**config.mk**
```make
export PLATFORM = sky130hd
export DESIGN_NAME = sorted_set_table
export DESIGN_NICKNAME = d
export VERILOG_FILES = /design/src/hw/rtl/sst_pkg.sv /design/src/hw/rtl/sst_cell.sv /design/src/hw/rtl/sorted_set_table.sv
export SDC_FILE = /design/constraint.sdc
export NUM_CORES = 2
export LEC_CHECK = 0
export ABC_AREA = 1
export BUFFER_PORTS_ARGS = -buffer_cell sky130_fd_sc_hd__buf_2
export CORE_MARGIN = 2
export CORE_UTILIZATION = 50
export DETAILED_ROUTE_END_ITERATION = 6
export MAX_ROUTING_LAYER = met4
export PLACE_DENSITY = 0.65
export SLEW_MARGIN = 40
export SYNTH_ARGS = -nofsm -noshare
export SYNTH_HDL_FRONTEND = slang
export SYNTH_SLANG_ARGS = --single-unit
```
**constraint.sdc**
```tcl
create_clock -name clk -period 4.4 [get_ports clk]
set_clock_uncertainty 0.15 [all_clocks]
set_input_delay 0.66 -clock clk [delete_from_list [all_inputs] [get_ports clk]]
set_output_delay 0.66 -clock clk [all_outputs]
set_load 0.1 [all_outputs]
```
**src/hw/rtl/sst_pkg.sv**
```systemverilog
package sst_pkg;

    // field widths
    localparam int DATA_W      = 32;
    localparam int REQ_W       = 2;
    localparam int COUNT_OUT_W = 5;

    // default table depth
    localparam int DEFAULT_CAPACITY = 16;

    // request codes
    localparam logic [REQ_W-1:0] REQ_INSERT = 2'd0;
    localparam logic [REQ_W-1:0] REQ_REMOVE = 2'd1;
    localparam logic [REQ_W-1:0] REQ_QUERY  = 2'd2;

    // shift command broadcast to every cell
    typedef struct packed {
        logic do_insert;
        logic do_remove;
    } sst_ctl_t;

    // compare status a cell reports to the top and to its upper neighbor
    typedef struct packed {
        logic occ;
        logic eq;
        logic gt;
    } sst_stat_t;

endpackage

```
**src/hw/rtl/sst_cell.sv**
```systemverilog
module sst_cell
(
    input  logic                             clk,
    input  logic signed [sst_pkg::DATA_W-1:0] value,
    input  sst_pkg::sst_ctl_t                ctl,
    input  logic                             occ,
    input  logic signed [sst_pkg::DATA_W-1:0] prev_entry,
    input  sst_pkg::sst_stat_t               prev_stat,
    input  logic signed [sst_pkg::DATA_W-1:0] next_entry,
    output logic signed [sst_pkg::DATA_W-1:0] entry,
    output sst_pkg::sst_stat_t               stat
);

    logic signed [sst_pkg::DATA_W-1:0] entry_reg;
    logic signed [sst_pkg::DATA_W-1:0] entry_next;

    // local compare against the request value
    always_comb
    begin
        stat.occ = occ;
        stat.eq  = occ && (entry_reg == value);
        stat.gt  = occ && (entry_reg > value);
    end

    // pick up from the lower neighbor, the request, or the upper neighbor
    always_comb
    begin
        entry_next = entry_reg;
        if (ctl.do_insert)
        begin
            if (prev_stat.gt)
            begin
                entry_next = prev_entry;
            end
            else if (stat.gt || !occ)
            begin
                entry_next = value;
            end
        end
        else if (ctl.do_remove)
        begin
            if (stat.gt || stat.eq)
            begin
                entry_next = next_entry;
            end
        end
    end

    // entry storage, meaningful only while occupied
    always_ff @(posedge clk)
    begin
        entry_reg <= entry_next;
    end

    assign entry = entry_reg;

endmodule

```
**src/hw/rtl/sorted_set_table.sv**
```systemverilog
// sorted_set_table: a set of distinct signed 32-bit values kept in ascending
// order in a row of CAPACITY cells.
// request channel: a request (req_type, value) is taken at a rising edge with
// start high and busy low. busy stays low: a new request may follow every
// cycle. req_type selects insert, remove or membership query; code 3 acts as
// a query.
// result channel: in the cycle after a request is taken, done is high for one
// cycle with was_present, count_after and rejected. Throughput is 1 request
// per cycle, as each request is served by a single compare-and-shift pass in
// which every cell compares its entry with the value and takes its new entry
// from itself, its neighbor or the request.
// results are never held off; the receiver has to take them as they appear.
// reset: the set is empty and no result is pending; entry contents are not
// cleared, since only occupied cells are ever read.
// count_after carries the low 5 bits of the count.
module sorted_set_table
#(
    parameter int CAPACITY = sst_pkg::DEFAULT_CAPACITY
)
(
    input  logic                                   clk,
    input  logic                                   rst_n,
    input  logic                                   start,
    output logic                                   busy,
    input  logic [sst_pkg::REQ_W-1:0]              req_type,
    input  logic signed [sst_pkg::DATA_W-1:0]      value,
    output logic                                   done,
    output logic                                   was_present,
    output logic [sst_pkg::COUNT_OUT_W-1:0]        count_after,
    output logic                                   rejected
);

    localparam int CW = $clog2(CAPACITY + 1);

    logic [CW-1:0] count_reg;
    logic [CW-1:0] count_next;
    logic          done_reg;
    logic          was_present_reg;
    logic          was_present_next;
    logic          rejected_reg;
    logic          rejected_next;
    logic [sst_pkg::COUNT_OUT_W-1:0] count_after_reg;

    logic signed [sst_pkg::DATA_W-1:0] entries [CAPACITY];
    sst_pkg::sst_stat_t                stats   [CAPACITY];
    logic [CAPACITY-1:0]               eq_vec;
    logic                              accept;
    logic                              present;
    logic                              full;
    sst_pkg::sst_ctl_t                 ctl;

    assign busy   = 1'b0;
    assign accept = start && !busy;

    // row of cells
    for (genvar i = 0; i < CAPACITY; i++)
    begin : g_cell
        logic signed [sst_pkg::DATA_W-1:0] prev_entry;
        sst_pkg::sst_stat_t                prev_stat;
        logic signed [sst_pkg::DATA_W-1:0] next_entry;
        logic                              occ;

        assign occ = CW'(i) < count_reg;

        if (i == 0)
        begin : g_first
            assign prev_entry = '0;
            assign prev_stat  = '0;
        end
        else
        begin : g_mid
            assign prev_entry = entries[i-1];
            assign prev_stat  = stats[i-1];
        end

        if (i == CAPACITY - 1)
        begin : g_last
            assign next_entry = '0;
        end
        else
        begin : g_up
            assign next_entry = entries[i+1];
        end

        sst_cell u_cell
        (
            .clk        (clk),
            .value      (value),
            .ctl        (ctl),
            .occ        (occ),
            .prev_entry (prev_entry),
            .prev_stat  (prev_stat),
            .next_entry (next_entry),
            .entry      (entries[i]),
            .stat       (stats[i])
        );

        assign eq_vec[i] = stats[i].eq;
    end

    // request decode and count update
    always_comb
    begin
        present = |eq_vec;
        full    = (count_reg == CW'(CAPACITY));

        ctl.do_insert = accept && (req_type == sst_pkg::REQ_INSERT) && !present && !full;
        ctl.do_remove = accept && (req_type == sst_pkg::REQ_REMOVE) && present;

        count_next = count_reg;
        if (ctl.do_insert)
        begin
            count_next = count_reg + CW'(1);
        end
        else if (ctl.do_remove)
        begin
            count_next = count_reg - CW'(1);
        end

        was_present_next = present;
        rejected_next    = (req_type == sst_pkg::REQ_INSERT) && !present && full;
    end

    // control state
    always_ff @(posedge clk or negedge rst_n)
    begin
        if (!rst_n)
        begin
            count_reg <= '0;
            done_reg  <= 1'b0;
        end
        else
        begin
            count_reg <= count_next;
            done_reg  <= accept;
        end
    end

    // result payload
    always_ff @(posedge clk)
    begin
        if (accept)
        begin
            was_present_reg <= was_present_next;
            rejected_reg    <= rejected_next;
            count_after_reg <= sst_pkg::COUNT_OUT_W'(count_next);
        end
    end

    assign done        = done_reg;
    assign was_present = was_present_reg;
    assign rejected    = rejected_reg;
    assign count_after = count_after_reg;

endmodule

```
==> impl_results.md <==
- Status: finished clean
- TritonCTS Buffers: 67
- Gate power share: 37.9%
- Total Die Area: 0.0858 mm²
- Multi-input logic area: 0.0230 mm²
- Crit start category: register
- Sink Count: 525
- CP max stage delay: 0.47 ns
- Period utilisation layout: 91.9%
- Final WL: 148000 µm
- Die Y: 293 µm
- Max Cap Viol: 0
- Setup-failing EPs final: 0
- Avg WL per Cell: 21.2 µm
- Max frequency: 247 MHz
- Synthesized flop and latch total: 525
- Most common cell after layout, fill and taps aside: nand2_1
- DRC viols: 0
- Clock-pin slew on the worst setup and hold paths: 0.06 ns
- Hold Fails Final Rpt: 0
- RSZ-0062 raised after global routing: no
- Largest net degree at the start of global routing: 126
- Register share of total power: 32.9%
- Least-Margin Pin Slew: 0.749 ns
- Hold/Removal Path Class: input pin to register
- Primary FF master, synth: edfxtp_1
- Layout Nets: 6447
- Most frequent cells in the layout: 2247 x nand2_1, 592 x nand3_1, 519 x edfxtp_1, 516 x ha_1, 461 x inv_1
- DR vias/cell: 5.76
- Non-Filler Instances: 7012
- Slowest CP cell: buf_4
- Post-CTS Setup Inserts: 0
- Chip width: 293 µm
- Leakage Power: 23.7 nW
- Skew-Pair Late Insertion Delay: 0.63 ns
- Pre-CTS setup slack: -0.191 ns
- Mapped Avg Cell Area: 7.40 µm²
- Setup CP Type: register to register
- Clock power frac: 29.2%
- CP Capture Type: register
- Number of fill cells: 7672
- Placed Instance Area: 0.0462 mm²
- Vias in the first global route: 38300
- DR vias: 40400
- Sw power: 0.00769 W
- GP Congestion: 0.989
- DR iter-0 viols: 4225
- Post-synthesis cell type count: 36
- Pint: 0.0111 W
- Initial antenna violation count: 0
- Root Driver: clkbuf_16
- Hold slack: 0.191 ns
- Power Dens Cells: 390 mW/mm²
- Core Rows: 105
- CTS tree: done
- Number of flops mapped to enable cells by yosys: 519
- Drt first pass iters: 6
- Synth-to-layout area growth: 15.6%
- Deepest clock path buffer count: 3
- Reg area: 0.0157 mm²
- FFs w/ async S/R, synth: 1.14%
- Mapped Cells: 5638
- Worst vdd ir: 585 µV
- Slew headroom: 50.1%
- H-tree levels: 3
- Syn. warnings: 0
- Power Total: 0.0188 W
- Starting Density: 50.7%
- R2R setup slack: 0.36 ns
- Mapped Nets: 6191
- Slew Limit Fails: 0
- Worst EP arrival: 4.33 ns
- Area of the mapped netlist: 0.0417 mm²
- IO Pins: 46
- Final HPWL from detailed placement: 110000 µm
- Slack of the critical path: 0.355 ns
- Required @ worst endpoint: 4.69 ns
- IO Port Bufs: 44
- Core area: 0.0824 mm²
- WP buf/inv: 5
- First-pass GRT wire length: 226000 µm
- Sequential fraction of the synthesis area: 37.7%
- Minimum clock period: 4.04 ns
- Sw Ratio: 40.9%
- DP Cell Count: 6894
- Post-CTS Resized: 0
- Crit Path Max Fanout: 38
- Grt ovf: 0
- Max reg flops: 512
- Detail Route Antenna Nets: 0
- CP Cell Sequence: ha_1 > nand2_1 > nor2_1 > nand2_1 > nor2_1 > buf_4 > nand3_1 > nand2_1 > nor2_1 > buf_4 > nand2_1 > nor2_4 > buf_4 > nand2_2 > nor2_4 > buf_4 > buf_4 > nand2_1 > o21ai_0
- CP top delay family: buffers and inverters
- GRT Total Usage: 35.2%
- Fraction of layout cells with a size suffix above 1: 10.3%
- Final Cell Area: 0.0483 mm²
-- Yosys cell counts (3+ instances only) --
master | instances | area share [%]
o21bai_1 | 14 | 0.25
nand4_1 | 119 | 1.8
a21boi_1 | 3 | 0.054
nand2_1 | 2247 | 20
nor3b_1 | 4 | 0.072
edfxtp_1 | 519 | 37
nor3_1 | 7 | 0.084
nand3_1 | 592 | 7.1
ha_1 | 516 | 15
dfrtp_1 | 6 | 0.36
buf_2 | 28 | 0.34
xor2_1 | 6 | 0.13
o21a_1 | 33 | 0.59
o21ai_1 | 26 | 0.31
o21ai_0 | 176 | 2.1
nor2_1 | 330 | 3.0
a21oi_1 | 267 | 3.2
inv_2 | 9 | 0.081
buf_4 | 16 | 0.29
clkbuf_1 | 204 | 1.8
buf_6 | 30 | 0.81
inv_1 | 463 | 4.2
-- through the flow --
step / utilization, % / TNS, ns
after CTS: 58.6 / 0
after detailed placement: 56.0 / -28.08
after floorplan: - / 0
final: 58.6 / 0
after global placement: 55.9 / -52.15
after global routing: 58.6 / 0
-- final cells by class --
class	instances	share of cell area, %
Antenna cell	1	0.00518
Clock buffer	86	3.86
Inverter	472	3.68
Clock inverter	30	0.498
Multi-Input combinational cell	4361	47.7
Tap cell	1070	2.77
Sequential cell	525	32.6
Timing Repair Buffer	467	8.89
-- worst register-to-register path: stages, from the launching register on --
cell and delay, ns:
edfxtp_1 0.44, ha_1 0.32, nand2_1 0.08, nor2_1 0.08, nand2_1 0.16, nor2_1 0.08
buf_4 0.15, nand3_1 0.10, nand2_1 0.06, nor2_1 0.14, buf_4 0.16, nand2_1 0.12
nor2_4 0.20, buf_4 0.16, nand2_2 0.06, nor2_4 0.14, buf_4 0.46, buf_4 0.49
nand2_1 0.11, o21ai_0 0.22
-- worst paths after layout --
kind	startpoint	cells past startpoint	to
max	g_cell[11].u_cell.entry[11]$_DFFE_PP_	19	g_cell[14].u_cell.entry[28]$_DFFE_PP_
min	start	1	done$_DFF_PN0_
max reg2reg	g_cell[11].u_cell.entry[11]$_DFFE_PP_	19	g_cell[14].u_cell.entry[28]$_DFFE_PP_
min reg2reg	g_cell[7].u_cell.entry[0]$_DFFE_PP_	2	g_cell[6].u_cell.entry[0]$_DFFE_PP_
max in group asynchronous	rst_n	2	count_reg[0]$_DFF_PN0_
min in group asynchronous	rst_n	2	done$_DFF_PN0_
-- layer usage --
| metal | vias to the layer above | track usage [%] | part of all wire [%] | routed length [µm] |
|---|---|---|---|---|
| met3 | 419 | 5.06 | 9.1 | 13600 |
| met2 | 1963 | 54.1 | 44 | 66000 |
| met4 | 0 | 16.0 | 5.1 | 7570 |
| met5 | - | - | 0 | 0 |
| met1 | 18800 | 46.1 | 41 | 61300 |
| li1 | 19200 | - | - | - |
-- power by group through the flow --
stage               clock (W)  combinational (W)  sequential, W
finish                0.00550            0.00713        0.00618
global route          0.00573            0.00770        0.00621
CTS                   0.00556            0.00695        0.00618
detailed placement          0            0.00692        0.00628
global placement            0            0.00680        0.00628
floorplan                   0            0.00431        0.00623
-- what timing repair did --
action                     CTS  global route
setup endpoints to repair    0             0
hold buffers                 1             0
hold endpoints to repair     6             0
-- kinds of logic (layout without fill, tap and decap cells) --
| group | Yosys count | count (layout) | share of synthesized area [%] |
|---|---|---|---|
| other | 1 | 2 | 0.00898 |
| xor gates and xnor gates | 7 | 7 | 0.147 |
| AOI/OAI and AO/OA | 524 | 524 | 6.62 |
| adders and majority gates | 516 | 516 | 15.5 |
| DFF | 525 | 525 | 37.7 |
| buffers and inverters | 752 | 1055 | 7.53 |
| and+or+nand+nor | 3313 | 3313 | 32.5 |
Power figures use the tool's default switching activity.
